**src/hw/rtl/slcd_pkg.sv**
```systemverilog
// shared types and constants of the serial lcd command decoder
package slcd_pkg;

   // parser phase codes
   typedef enum logic [3:0] {
      PH_IDLE          = 4'd0,
      PH_TAG           = 4'd1,
      PH_COLUMN        = 4'd2,
      PH_ROW           = 4'd3,
      PH_CONTRAST      = 4'd4,
      PH_CONTRAST_SAVE = 4'd5,
      PH_VERSION       = 4'd6,
      PH_GPO_ON        = 4'd7,
      PH_GPO_OFF       = 4'd8,
      PH_MINUTES       = 4'd9
   } phase_type;

   // result action codes
   typedef enum logic [2:0] {
      ACT_NONE     = 3'd0,
      ACT_INSTR    = 3'd1,
      ACT_DATA     = 3'd2,
      ACT_DAC      = 3'd3,
      ACT_DAC_SAVE = 3'd4,
      ACT_GPO      = 3'd5,
      ACT_LIGHT    = 3'd6
   } action_type;

   // configuration register indexes
   localparam logic CSR_TICKS_PER_MINUTE = 1'b0;
   localparam logic CSR_DISPLAY_COLUMNS  = 1'b1;

   localparam logic [15:0] TICKS_PER_MINUTE_RESET = 16'h04B0;
   localparam logic [5:0]  DISPLAY_COLUMNS_RESET  = 6'd20;

   // escape byte and command tags
   localparam logic [7:0] BYTE_ESCAPE      = 8'hFE;
   localparam logic [7:0] TAG_BLOCK_ON     = 8'h4A;
   localparam logic [7:0] TAG_BLOCK_OFF    = 8'h4B;
   localparam logic [7:0] TAG_CLEAR        = 8'h58;
   localparam logic [7:0] TAG_BLINK_ON     = 8'h53;
   localparam logic [7:0] TAG_BLINK_OFF    = 8'h54;
   localparam logic [7:0] TAG_HOME         = 8'h48;
   localparam logic [7:0] TAG_LEFT         = 8'h4C;
   localparam logic [7:0] TAG_RIGHT        = 8'h4D;
   localparam logic [7:0] TAG_LIGHT_OFF    = 8'h46;
   localparam logic [7:0] TAG_POSITION     = 8'h47;
   localparam logic [7:0] TAG_CONTRAST     = 8'h50;
   localparam logic [7:0] TAG_CONTRAST_SAV = 8'h91;
   localparam logic [7:0] TAG_VERSION      = 8'h36;
   localparam logic [7:0] TAG_GPO_ON       = 8'h57;
   localparam logic [7:0] TAG_GPO_OFF      = 8'h56;
   localparam logic [7:0] TAG_LIGHT_ON     = 8'h42;

   // hd44780 instruction bytes
   localparam logic [7:0] INSTR_CURSOR_ON  = 8'h0E;
   localparam logic [7:0] INSTR_CURSOR_OFF = 8'h0C;
   localparam logic [7:0] INSTR_CLEAR      = 8'h01;
   localparam logic [7:0] INSTR_BLINK_ON   = 8'h0F;
   localparam logic [7:0] INSTR_HOME       = 8'h02;
   localparam logic [7:0] INSTR_LEFT       = 8'h10;
   localparam logic [7:0] INSTR_RIGHT      = 8'h14;

   // ddram row base addresses
   localparam logic [7:0] ROW1_BASE = 8'h80;
   localparam logic [7:0] ROW2_BASE = 8'hC0;
   localparam logic [7:0] ROW3_BASE = 8'h94;
   localparam logic [7:0] ROW4_BASE = 8'hD4;

endpackage

```
**src/hw/rtl/serial_lcd_command_decoder_unit.sv**
```systemverilog
// serial lcd command decoder: input register, decode, result register
//
//   channel | ports                         | contents
//   --------+-------------------------------+---------------------------------------
//   input   | req_tvalid/tready/tdata/tuser | tuser: mode; tdata: rx_byte
//   result  | rsp_tvalid/tready/tdata/tuser | tuser: action; tdata: out_byte, light_on
//   config  | csr_valid/ready/index/data    | 0 ticks_per_minute, 1 display_columns
//
// one item per cycle while the result is taken; an item passes from the input
// register to the result register once the result register is free, so
// rsp_tvalid rises only after the item has passed through both registers
// the decode and the tick/minute compares sit between the two registers
// reset (synchronous) empties both registers and clears all parser/timer state
// a stalled result holds; one more item waits in the input register, then
// req_tready drops until the result is taken
module serial_lcd_command_decoder_unit
   import slcd_pkg::*;
(
   input  logic        clock,
   input  logic        reset,

   input  logic        req_tvalid,
   output logic        req_tready,
   input  logic [7:0]  req_tdata,   // [7:0] rx_byte
   input  logic [0:0]  req_tuser,   // [0] mode

   output logic        rsp_tvalid,
   input  logic        rsp_tready,
   output logic [15:0] rsp_tdata,   // [7:0] out_byte, [8] light_on, [15:9] zero
   output logic [2:0]  rsp_tuser,   // [2:0] action

   input  logic        csr_valid,
   output logic        csr_ready,
   input  logic        csr_index,
   input  logic [15:0] csr_data
);

   // configuration
   logic [15:0] ticks_per_minute_ff;
   logic [5:0]  display_columns_ff;

   // input register
   logic        in_valid_ff;
   logic        in_mode_ff;
   logic [7:0]  in_byte_ff;

   // result register
   logic        out_valid_ff;
   action_type  out_action_ff;
   logic [7:0]  out_byte_ff;
   logic        out_light_ff;

   // decoder state
   phase_type   phase_ff, phase_in;
   logic [7:0]  held_column_ff, held_column_in;
   logic [7:0]  gpo_bits_ff, gpo_bits_in;
   logic        relay_ff, relay_in;
   logic        running_ff, running_in;
   logic [15:0] tick_count_ff, tick_count_in;
   logic [7:0]  minute_count_ff, minute_count_in;
   logic [7:0]  minute_limit_ff, minute_limit_in;

   action_type  action_in;
   logic [7:0]  obyte_in;

   logic        out_free;
   logic        advance;

   // temporaries of the decode
   logic [15:0] tick_next;
   logic [7:0]  minute_next;
   logic [7:0]  row_base;
   logic [7:0]  gpo_mask;
   logic        sel_ok;

   assign out_free   = !out_valid_ff || rsp_tready;
   assign advance    = in_valid_ff && out_free;
   assign req_tready = !in_valid_ff || out_free;
   assign csr_ready  = 1'b1;

   assign rsp_tvalid = out_valid_ff;
   assign rsp_tuser  = out_action_ff;
   assign rsp_tdata  = {7'd0, out_light_ff, out_byte_ff};

   // decode of the item in the input register
   always_comb begin
      phase_in        = phase_ff;
      held_column_in  = held_column_ff;
      gpo_bits_in     = gpo_bits_ff;
      relay_in        = relay_ff;
      running_in      = running_ff;
      tick_count_in   = tick_count_ff;
      minute_count_in = minute_count_ff;
      minute_limit_in = minute_limit_ff;
      action_in       = ACT_NONE;
      obyte_in        = 8'd0;
      tick_next       = tick_count_ff + 16'd1;
      minute_next     = minute_count_ff + 8'd1;
      sel_ok          = (in_byte_ff >= 8'd1) && (in_byte_ff <= 8'd8);
      gpo_mask        = 8'd1 << in_byte_ff[2:0] - 3'd1;

      case (in_byte_ff)
         8'd1:    row_base = ROW1_BASE;
         8'd2:    row_base = ROW2_BASE;
         8'd3:    row_base = ROW3_BASE;
         8'd4:    row_base = ROW4_BASE;
         default: row_base = 8'd0;
      endcase

      if (in_mode_ff) begin
         // timer tick
         if (running_ff) begin
            tick_count_in = tick_next;
            if (tick_next >= ticks_per_minute_ff) begin
               tick_count_in   = 16'd0;
               minute_count_in = minute_next;
               if (minute_next >= minute_limit_ff) begin
                  relay_in        = 1'b0;
                  minute_count_in = 8'd0;
                  running_in      = 1'b0;
                  action_in       = ACT_LIGHT;
               end
            end
         end
      end else if (in_byte_ff == BYTE_ESCAPE) begin
         phase_in = PH_TAG;
      end else begin
         phase_in = PH_IDLE;
         case (phase_ff)
            PH_TAG: begin
               action_in = ACT_INSTR;
               case (in_byte_ff)
                  TAG_BLOCK_ON:     obyte_in = INSTR_CURSOR_ON;
                  TAG_BLOCK_OFF:    obyte_in = INSTR_CURSOR_OFF;
                  TAG_CLEAR:        obyte_in = INSTR_CLEAR;
                  TAG_BLINK_ON:     obyte_in = INSTR_BLINK_ON;
                  TAG_BLINK_OFF:    obyte_in = INSTR_CURSOR_OFF;
                  TAG_HOME:         obyte_in = INSTR_HOME;
                  TAG_LEFT:         obyte_in = INSTR_LEFT;
                  TAG_RIGHT:        obyte_in = INSTR_RIGHT;
                  TAG_LIGHT_OFF: begin
                     relay_in   = 1'b0;
                     running_in = 1'b0;
                     action_in  = ACT_LIGHT;
                  end
                  TAG_POSITION: begin
                     action_in = ACT_NONE;
                     phase_in  = PH_COLUMN;
                  end
                  TAG_CONTRAST: begin
                     action_in = ACT_NONE;
                     phase_in  = PH_CONTRAST;
                  end
                  TAG_CONTRAST_SAV: begin
                     action_in = ACT_NONE;
                     phase_in  = PH_CONTRAST_SAVE;
                  end
                  TAG_VERSION: begin
                     action_in = ACT_NONE;
                     phase_in  = PH_VERSION;
                  end
                  TAG_GPO_ON: begin
                     action_in = ACT_NONE;
                     phase_in  = PH_GPO_ON;
                  end
                  TAG_GPO_OFF: begin
                     action_in = ACT_NONE;
                     phase_in  = PH_GPO_OFF;
                  end
                  TAG_LIGHT_ON: begin
                     action_in = ACT_NONE;
                     phase_in  = PH_MINUTES;
                  end
                  default: action_in = ACT_NONE;  // unknown tag ignored
               endcase
            end
            PH_COLUMN: begin
               held_column_in = in_byte_ff;
               phase_in       = PH_ROW;
            end
            PH_ROW: begin
               // invalid row or column gives a result with action none
               if (row_base != 8'd0 && held_column_ff >= 8'd1 &&
                   held_column_ff <= {2'b00, display_columns_ff}) begin
                  action_in = ACT_INSTR;
                  obyte_in  = row_base + held_column_ff - 8'd1;
               end
            end
            PH_CONTRAST: begin
               action_in = ACT_DAC;
               obyte_in  = in_byte_ff;
            end
            PH_CONTRAST_SAVE: begin
               action_in = ACT_DAC_SAVE;
               obyte_in  = in_byte_ff;
            end
            PH_VERSION: begin
               action_in = ACT_DATA;
               obyte_in  = in_byte_ff;
            end
            PH_GPO_ON: begin
               if (sel_ok) begin
                  gpo_bits_in = gpo_bits_ff | gpo_mask;
                  action_in   = ACT_GPO;
                  obyte_in    = gpo_bits_ff | gpo_mask;
               end
            end
            PH_GPO_OFF: begin
               if (sel_ok) begin
                  gpo_bits_in = gpo_bits_ff & ~gpo_mask;
                  action_in   = ACT_GPO;
                  obyte_in    = gpo_bits_ff & ~gpo_mask;
               end
            end
            PH_MINUTES: begin
               // zero minutes: relay on, timer not started
               minute_limit_in = in_byte_ff;
               relay_in        = 1'b1;
               if (in_byte_ff != 8'd0) begin
                  running_in = 1'b1;
               end
               action_in = ACT_LIGHT;
               obyte_in  = in_byte_ff;
            end
            default: begin
               // idle or unused phase: plain character
               action_in = ACT_DATA;
               obyte_in  = in_byte_ff;
            end
         endcase
      end
   end

   always_ff @(posedge clock) begin
      if (reset) begin
         ticks_per_minute_ff <= TICKS_PER_MINUTE_RESET;
         display_columns_ff  <= DISPLAY_COLUMNS_RESET;
         in_valid_ff         <= 1'b0;
         out_valid_ff        <= 1'b0;
         phase_ff            <= PH_IDLE;
         held_column_ff      <= 8'd0;
         gpo_bits_ff         <= 8'd0;
         relay_ff            <= 1'b0;
         running_ff          <= 1'b0;
         tick_count_ff       <= 16'd0;
         minute_count_ff     <= 8'd0;
         minute_limit_ff     <= 8'd0;
      end else begin
         if (csr_valid) begin
            case (csr_index)
               CSR_TICKS_PER_MINUTE: ticks_per_minute_ff <= csr_data;
               CSR_DISPLAY_COLUMNS:  display_columns_ff  <= csr_data[5:0];
               default: ;
            endcase
         end

         // input register
         if (req_tready) begin
            in_valid_ff <= req_tvalid;
         end

         // result register and state update
         if (advance) begin
            out_valid_ff    <= 1'b1;
            phase_ff        <= phase_in;
            held_column_ff  <= held_column_in;
            gpo_bits_ff     <= gpo_bits_in;
            relay_ff        <= relay_in;
            running_ff      <= running_in;
            tick_count_ff   <= tick_count_in;
            minute_count_ff <= minute_count_in;
            minute_limit_ff <= minute_limit_in;
         end else if (rsp_tready) begin
            out_valid_ff <= 1'b0;
         end
      end
   end

   // payload registers
   always_ff @(posedge clock) begin
      if (req_tready && req_tvalid) begin
         in_mode_ff <= req_tuser[0];
         in_byte_ff <= req_tdata;
      end
      if (advance) begin
         out_action_ff <= action_in;
         out_byte_ff   <= obyte_in;
         out_light_ff  <= relay_in;
      end
   end

   // a running timer always has the relay on
   assert property (@(posedge clock) disable iff (reset)
      running_ff |-> relay_ff)
      else $error("timer running with relay off");

   // input stalls only when both registers are full and the result is stuck
   assert property (@(posedge clock) disable iff (reset)
      !req_tready |-> (in_valid_ff && out_valid_ff && !rsp_tready))
      else $error("input stalled without a full pipeline");

   // no action carries no byte
   assert property (@(posedge clock) disable iff (reset)
      (out_valid_ff && out_action_ff == ACT_NONE) |-> (out_byte_ff == 8'd0))
      else $error("action none with nonzero byte");

   // every item reports the relay state it leaves behind
   assert property (@(posedge clock) disable iff (reset)
      advance |=> (out_light_ff == relay_ff))
      else $error("reported backlight differs from relay");

endmodule

```
**config.mk**
```make
export PLATFORM = sky130hd
export DESIGN_NAME = serial_lcd_command_decoder_unit
export DESIGN_NICKNAME = d
export VERILOG_FILES = /design/src/hw/rtl/slcd_pkg.sv /design/src/hw/rtl/serial_lcd_command_decoder_unit.sv
export SDC_FILE = /design/constraint.sdc
export NUM_CORES = 1
export LEC_CHECK = 0
export BUFFER_PORTS_ARGS = -buffer_cell sky130_fd_sc_hd__buf_2
export CAP_MARGIN = 40
export CORE_ASPECT_RATIO = 0.75
export CORE_MARGIN = 8
export CORE_UTILIZATION = 50
export CTS_CLUSTER_DIAMETER = 100
export DETAILED_ROUTE_END_ITERATION = 12
export GPL_TIMING_DRIVEN = 0
export PLACE_DENSITY = 0.79
export SETUP_SLACK_MARGIN = 0.3
export SLEW_MARGIN = 15
export SYNTH_ARGS = -nofsm -noshare
export SYNTH_HDL_FRONTEND = slang
export SYNTH_SLANG_ARGS = --single-unit
```
**constraint.sdc**
```tcl
create_clock -name clock -period 7.6 [get_ports clock]
set_clock_uncertainty 0.15 [all_clocks]
set_input_delay 2.28 -clock clock [delete_from_list [all_inputs] [get_ports clock]]
set_output_delay 2.28 -clock clock [all_outputs]
set_load 0.01 [all_outputs]
```
==> implementation parameters, run 1 <==
Parameter                              Value

Clocking
  # Post-CTS Setup Buffers ... 0
  Buffer depth of the longest clock path ... 2
  CTS sink cnt ... 99
  Insertion delay of the later-clocked pin in the worst-skew pair ... between 300 and 400 ps
  Root buffer selected by CTS ... sky130_fd_sc_hd__clkbuf_16
  TritonCTS buffer count ... 9
  CTS tree ... done
  Reg clk slew, reported paths ... about 70 ps
  Deepest level of the CTS H-tree ... 3
  Resize count post-CTS ... 0
  Cts hold-fix bufs ... 0

Synth
  Number of instances in the synthesized netlist ... 722
  Proportion of synthesized area in mux cells ... under 10%
  Average footprint of a synthesized cell ... 8.63 um2
  Area fraction in compound gates after synthesis ... ~19%
  Largest family of logic cells by synthesized area ... simple AND/OR/NAND/NOR gates
  Number of library cell types mapped by synthesis ... 78
  Post-Synth Simple-Gate Area ... between 20% and 30%
  Asr flop ratio synth ... 0%
  Xor and xnor fraction of the mapped netlist area ... ~4%
  Top_reg_cell synth ... sky130_fd_sc_hd__dfxtp_1
  Post-Synth Adder-Cell Area ... between 8 and 9%
  Number of warnings printed during yosys synthesis ... 0
  Seq/Total Area, Yosys ... approximately a third
  Number of enable-type register cells in the synthesized netlist ... 21
  Syn Std Cell Area ... 6230 um2
  Flip-flop and latch count after synthesis ... approximately 100

Setup path
  Critical Path Sink Type ... primary output
  Timing endpoint of the critical path ... req_tready
  Critical Path Source Type ... input pin
  FF-to-FF End ... minute_count_ff[4]$_SDFFE_PP0P_
  Setup slack, reg-to-reg ... 3560 ps
  Number of cells on the worst reg-to-reg path ... 12
  FF-to-FF Start ... tick_count_ff[3]$_SDFFE_PP0P_
  Crit path arrival time ... around 2800 ps
  Critical Setup Path Class ... input pin to primary output
  Critical path peak fanout ... 5
  Critical path launch point ... rsp_tready
  Required @ worst endpoint ... 5170 ps

Power
  Internal cell power ... about 0.00085 W
  Power share of the clock group ... between 40% and 50%
  Share of power burned in registers ... 48.8%
  Power per cell area ... about 160 nW/um2
  Net switching fraction of the power ... about a quarter
  Power spent charging and discharging nets ... approximately 0.00029 W
  Combinational group share of total power ... 9.9%
  Static Leak ... around 2.8 nW
  Max IR drop VDD ... between 0.1 and 0.15 mV

Finish
  Final net count ... 854
  Share of post-route cells with drive strength above 1 ... 13.2%
  Area delta synth->final ... 12.2%
  Multi-input gate area in the final layout ... between 3000 and 4000 um2
  Fill count ... approximately 1,100
  Core Util, Final ... 57.2%
  Top library cells by usage in the layout, fill and taps aside ... sky130_fd_sc_hd__dfxtp_1, sky130_fd_sc_hd__nor2_1, sky130_fd_sc_hd__nand2_1
  Antenna fix cells ... 0
  Seq. cell area ... around 2200 um2
  Count of placed standard cells in the final layout, fillers left out ... 953
  Leading cell type in the layout, fill and taps excluded ... sky130_fd_sc_hd__dfxtp_1

Detailed routing
  Average wire per standard cell ... ~16 um
  Length of the first detailed-routing pass in iterations ... 5
  Via count normalized by instance count ... between 5 and 6
  Detailed-route wire length ... roughly 15,000 um
  Post-detailed-route DRC marker count ... 0
  Initial drt markers ... roughly 410
  Antenna Violating Nets Remaining ... 0
  Overall via count from detail_route ... ~5,400

Timing
  Crit path setup slack, layout ... between 2000 and 2500 ps
  Setup total negative slack ... 0 ps
  Measured slew at the worst slew-check pin ... slightly above 800 ps
  Hold_ws ... ~300 ps
  Rel. slew slack ... roughly 44%
  Period utilisation layout ... slightly below 70%
  Final setup vio count ... 0
  Achievable frequency ... about 190 MHz
  Tmin final ... about 5200 ps
  Final number of hold-violating endpoints ... 0
  Number of max-slew violations in the final report ... 0
  Unrepaired setup endpoints after global routing ... no

Worst hold path
  Hold Path Class ... register to register

Placement
  Dpl ws ... between 2000 and 2500 ps
  Half-perimeter wire length after detailed placement ... about 11,000 um
  Cell count after placement ... roughly 940
  Gpl congestion ... roughly 0.93
  Port Buffer Count ... 42

Floorplan
  Area of the placeable core ... 12,200 um2
  IO Pins ... 53
  Site Rows ... 35
  Effective utilization at floorplan ... around half
  Floorplan die area ... approximately 16,000 um2
  Die outline height ... around 110 um
  Die boundary width ... approximately 140 um

Flow run
  Max Cap Viol ... 0

GRT
  Global-route wire length before repair ... 25,000 um
  Maximum number of pins on one net before global-route repair ... 18
  GRT Util Overall ... between 10% and 20%
  Overflow left after global routing ... 0
  Initial antenna violation count ... 0
  Number of global-route vias before repair ... between 5,000 and 6,000

Outcome
  Result of the run ... complete, no violations
how the worst min path moves through the flow:
stage                                                   start                                   to  slack [ps]  cells past startpoint
final                     ticks_per_minute_ff[8]$_SDFFE_PP0P_  ticks_per_minute_ff[8]$_SDFFE_PP0P_         310                      2
after global routing      ticks_per_minute_ff[9]$_SDFFE_PP0P_  ticks_per_minute_ff[9]$_SDFFE_PP0P_         340                      2
after CTS                  display_columns_ff[3]$_SDFFE_PP0P_   display_columns_ff[3]$_SDFFE_PP0P_         310                      2
after detailed placement   display_columns_ff[3]$_SDFFE_PP0P_   display_columns_ff[3]$_SDFFE_PP0P_         300                      2
after global placement    ticks_per_minute_ff[2]$_SDFFE_PP0P_  ticks_per_minute_ff[2]$_SDFFE_PP0P_         290                      2
after floorplan            display_columns_ff[1]$_SDFFE_PP0P_   display_columns_ff[1]$_SDFFE_PP0P_         290                      2
per-layer routing:
layer  up-vias  GRT usage [%]  routed length [um]
li1       2706              -                   -
met3        16           5.18                1280
met4         0           4.68                 172
met1      2481           25.9                7410
met5         -              0                   0
met2       205           26.9                6290
critical path, cell delays in order:
cell,delay (ps)
sky130_fd_sc_hd__buf_2,110
sky130_fd_sc_hd__nor2b_4,150
sky130_fd_sc_hd__nand2_1,80
sky130_fd_sc_hd__buf_2,140
area by class of cell:
class	instances	area share, %
inverter	48	2.58
clock buffer	9	3.22
buffer	55	4.13
tap	166	2.97
sequential	99	31.4
clock inverter	7	1.07
multi-input combinational	526	51.4
timing repair buffer	43	3.22
cells in the mapped netlist (11+ instances only):
cell | instances | area, um2
sky130_fd_sc_hd__dfxtp_1 | 78 | 1560
sky130_fd_sc_hd__nand2_1 | 60 | 225
sky130_fd_sc_hd__nor2_1 | 60 | 225
sky130_fd_sc_hd__a21oi_1 | 55 | 275
sky130_fd_sc_hd__inv_1 | 48 | 180
sky130_fd_sc_hd__ha_1 | 40 | 500
sky130_fd_sc_hd__nand3_1 | 31 | 155
sky130_fd_sc_hd__mux2i_1 | 26 | 260
sky130_fd_sc_hd__clkbuf_1 | 23 | 86.3
sky130_fd_sc_hd__edfxtp_1 | 21 | 631
sky130_fd_sc_hd__xnor2_1 | 19 | 166
sky130_fd_sc_hd__buf_2 | 15 | 75.1
sky130_fd_sc_hd__nor3_1 | 13 | 65.1
sky130_fd_sc_hd__o21ai_0 | 12 | 60.1
sky130_fd_sc_hd__a22o_1 | 11 | 96.3
sky130_fd_sc_hd__buf_4 | 11 | 82.6
sky130_fd_sc_hd__nand2b_1 | 11 | 68.8
logic make-up (layout without fill, tap and decap cells):
kind of cell    Yosys count  count (layout)
mux                      26              26
xor+xnor                 29              29
other cells               2               8
simple gates            253             253
compound gates          169             169
fa+ha+maj                41              41
flops                    99              99
buf+inv                 103             162
power groups by stage:
| stage | clock, W | sequential [W] | combinational (W) |
|---|---|---|---|
| 6_report | 0.000473 | 0.000558 | 0.000114 |
| 5_1_grt | 0.000497 | 0.000559 | 0.000124 |
| 4_1_cts | 0.000481 | 0.000558 | 0.000112 |
| 3_5_place_dp | 0 | 0.000570 | 0.000111 |
| 3_3_place_gp | 0 | 0.000569 | 0.000108 |
| 2_1_floorplan | 0 | 0.000570 | 0.0000747 |
flip-flops by register name, summed over array words and instances (netlist names), 3 cells and up, named ones only:
signal / flops
out_byte_ff: 8
display_columns_ff: 6
tick_count_ff: 16
ticks_per_minute_ff: 16
phase_ff: 4
minute_count_ff: 8
rsp_tuser: 3
in_byte_ff: 8
minute_limit_ff: 8
held_column_ff: 8
per-stage QoR:
stage | total power [W] | instance area, um2
floorplan | 0.000644 | 6260
global placement | 0.000678 | 6670
detailed placement | 0.000681 | 6690
CTS | 0.00115 | 6990
global route | 0.00118 | 6990
finish | 0.00114 | 6990
Note: power is estimated with default switching activity, not from simulation.
==> run 2, diff against run 1 <==
--- a/config.mk
+++ b/config.mk
@@ -13,7 +13,7 @@
 export CTS_CLUSTER_DIAMETER = 100
 export DETAILED_ROUTE_END_ITERATION = 12
 export GPL_TIMING_DRIVEN = 0
-export PLACE_DENSITY = 0.79
+export PLACE_DENSITY = 0.81
 export SETUP_SLACK_MARGIN = 0.3
 export SLEW_MARGIN = 15
 export SYNTH_ARGS = -nofsm -noshare
==> constraint.sdc (replaced) <==
create_clock -name clock -period 4.2 [get_ports clock]
set_clock_uncertainty 0.15 [all_clocks]
set_input_delay 1.26 -clock clock [delete_from_list [all_inputs] [get_ports clock]]
set_output_delay 1.26 -clock clock [all_outputs]
set_load 0.01 [all_outputs]
==> run 2 against run 1 <==
Effect of this change:
- setup slack worse by 2000 ps
- worst hold slack about the same
- critical path depth up 10
- critical path type is now register to register
- register-to-register slack worse by 3100 ps
- first-iteration DRC count up 12%
- utilization up 0.83 points
==> implementation parameters, run 2 (synthesis gave the netlist of run 1 again) <==
Parameter                              Value

Outcome
  Result of the run ... complete, no violations

Power
  Max IR drop VDD ... roughly 0.18 mV
  Internal cell power ... between 0.0015 and 0.002 W
  Net switching fraction of the power ... around a quarter
  Share of power burned in registers ... about half
  Power share of the clock group ... between 40% and 50%
  Combinational group share of total power ... approximately 10%
  Static Leak ... between 2 and 3 nW
  Power per cell area ... between 200 and 300 nW/um2
  Power spent charging and discharging nets ... between 0.0005 and 0.0006 W

Flow run
  Max Cap Viol ... 0

Floorplan
  Area of the placeable core ... around 12,000 um2
  Effective utilization at floorplan ... roughly 51%
  Floorplan die area ... 16,300 um2
  IO Pins ... 53
  Site Rows ... 35
  Die outline height ... 113 um
  Die boundary width ... between 100 and 150 um

Timing
  Tmin final ... ~3800 ps
  Final number of hold-violating endpoints ... 0
  Setup total negative slack ... 0 ps
  Number of max-slew violations in the final report ... 0
  Hold_ws ... approximately 310 ps
  Final setup vio count ... 0
  Period utilisation layout ... ~90%
  Crit path setup slack, layout ... roughly 430 ps
  Rel. slew slack ... 43.4%
  Unrepaired setup endpoints after global routing ... no
  Measured slew at the worst slew-check pin ... between 800 and 900 ps
  Achievable frequency ... approximately 270 MHz

Detailed routing
  Average wire per standard cell ... 16.1 um
  Post-detailed-route DRC marker count ... 0
  Antenna Violating Nets Remaining ... 0
  Overall via count from detail_route ... 5,472
  Length of the first detailed-routing pass in iterations ... 5
  Via count normalized by instance count ... ~5.7
  Detailed-route wire length ... ~15,000 um
  Initial drt markers ... between 400 and 500

Placement
  Half-perimeter wire length after detailed placement ... 11,300 um
  Dpl ws ... between 200 and 250 ps
  Gpl congestion ... 0.945
  Placed instance area ... 6690 um2
  Port Buffer Count ... 42

Finish
  Final net count ... around 860
  Summed area of non-filler cells in the final layout ... 7090 um2
  Antenna fix cells ... 0
  Leading cell type in the layout, fill and taps excluded ... sky130_fd_sc_hd__dfxtp_1
  Largest registers ranked by flip-flop count ... tick_count_ff x16, ticks_per_minute_ff x16
  Area delta synth->final ... 13.8%
  Share of post-route cells with drive strength above 1 ... 15.5%
  Top library cells by usage in the layout, fill and taps aside ... sky130_fd_sc_hd__dfxtp_1, sky130_fd_sc_hd__nand2_1, sky130_fd_sc_hd__nor2_1

Setup path
  Most frequent cell on the critical path ... sky130_fd_sc_hd__nand4_1
  Number of cells on the worst reg-to-reg path ... 14
  Critical Setup Path Class ... register to register
  Critical Path Source Type ... register
  Crit path arrival time ... around 3800 ps
  FF-to-FF Start ... tick_count_ff[2]$_SDFFE_PP0P_
  FF-to-FF End ... rsp_tuser[2]$_DFFE_PP_
  Critical path launch point ... tick_count_ff[2]$_SDFFE_PP0P_
  Critical path peak fanout ... 10
  Slowest stage cell, crit path ... sky130_fd_sc_hd__or3_4
  Critical Path Sink Type ... register
  Family of cells with the greatest summed delay on the critical path ... simple AND/OR/NAND/NOR gates
  Worst path buffer plus inverter count ... 3
  Setup slack, reg-to-reg ... around 430 ps
  Largest incremental delay on the critical path ... ~430 ps
  Required @ worst endpoint ... roughly 4200 ps
  Cell-by-cell trace of the critical path ... buf_2 > nand4_1 > or2_1 > clkbuf_2 > or3_4 > xnor2_2 > ha_1 > nand4_1 > a211oi_1 > a2111o_1 > a21o_1 > clkbuf_4 > nand2_1 > o22ai_1

GRT
  Global-route wire length before repair ... roughly 25,000 um
  Number of global-route vias before repair ... slightly above 5,000
  Initial antenna violation count ... 0
  Maximum number of pins on one net before global-route repair ... 18
  Overflow left after global routing ... 0
  GRT Util Overall ... between 10% and 20%

Clocking
  TritonCTS buffer count ... 9
  Cts hold-fix bufs ... 0
  Reg clk slew, reported paths ... roughly 70 ps
  Buffer depth of the longest clock path ... 2
  Deepest level of the CTS H-tree ... 3
  Insertion delay of the later-clocked pin in the worst-skew pair ... roughly 350 ps
  Root buffer selected by CTS ... sky130_fd_sc_hd__clkbuf_16
  CTS tree ... done
  CTS sink cnt ... 99

Worst hold path
  Hold Path Class ... register to register
  Hold depth ... 2
  Hold path start ... ticks_per_minute_ff[3]$_SDFFE_PP0P_
  WHS Endpoint ... ticks_per_minute_ff[3]$_SDFFE_PP0P_
==> run 2: repair_timing <==
action,in CTS,in global routing
endpoints found under the setup margin,17,28
pin swaps,0,2
gates resized for setup,4,24
buffers inserted,0,1
==> run 2: area by class of cell <==
class | instances | area, um2
fillers | 1033 | 5120
multi-input cells | 526 | 3660
flip-flops and latches | 99 | 2190
plain buffers | 55 | 298
clock buffers | 12 | 256
repair buffers | 44 | 233
well taps | 166 | 208
inverters | 48 | 180
clock inverters | 4 | 58.8
==> run 2: metal layers <==
metal / GRT usage, % / routed length, um
met1: 26.9 / 7640
met4: 4.61 / 158
met2: 26.4 / 6330
met5: 0 / 0
met3: 5.66 / 1230
==> run 2: worst register-to-register path, stage by stage, from the launching register on <==
cell                       delay [ps]
sky130_fd_sc_hd__dfxtp_1          320
sky130_fd_sc_hd__buf_2            160
sky130_fd_sc_hd__nand4_1          210
sky130_fd_sc_hd__or2_1            280
sky130_fd_sc_hd__clkbuf_2         160
sky130_fd_sc_hd__or3_4            430
sky130_fd_sc_hd__xnor2_2          140
sky130_fd_sc_hd__ha_1             290
sky130_fd_sc_hd__nand4_1          150
sky130_fd_sc_hd__a211oi_1         280
sky130_fd_sc_hd__a2111o_1         230
sky130_fd_sc_hd__a21o_1           190
sky130_fd_sc_hd__clkbuf_4         230
sky130_fd_sc_hd__nand2_1           90
sky130_fd_sc_hd__o22ai_1          270
==> run 2: power by group through the flow <==
stage          clock network [W]  logic (W)  registers (W)
2_1_floorplan                  0   0.000135        0.00103
3_3_place_gp                   0   0.000196        0.00103
3_5_place_dp                   0   0.000201        0.00103
4_1_cts                 0.000892   0.000203        0.00101
5_1_grt                 0.000931   0.000228        0.00101
6_report                0.000881   0.000208        0.00101
==> run 2: worst max-delay path by stage <==
stage,slack [ps],cells after the start,end
5_1_grt,280,14,out_light_ff$_DFFE_PP_
3_5_place_dp,230,13,minute_count_ff[4]$_SDFFE_PP0P_
3_3_place_gp,110,7,minute_count_ff[2]$_SDFFE_PP0P_
4_1_cts,350,14,minute_count_ff[4]$_SDFFE_PP0P_
2_1_floorplan,720,13,tick_count_ff[10]$_SDFFE_PP0P_
6_report,430,14,rsp_tuser[2]$_DFFE_PP_
==> run 2: metrics by stage <==
step,total power [W],std cells,util [%]
detailed placement,0.00123,937,54.8
global placement,0.00123,936,54.6
floorplan,0.00117,728,-
global route,0.00217,954,58.1
finish,0.00210,954,58.1
CTS,0.00210,953,57.5
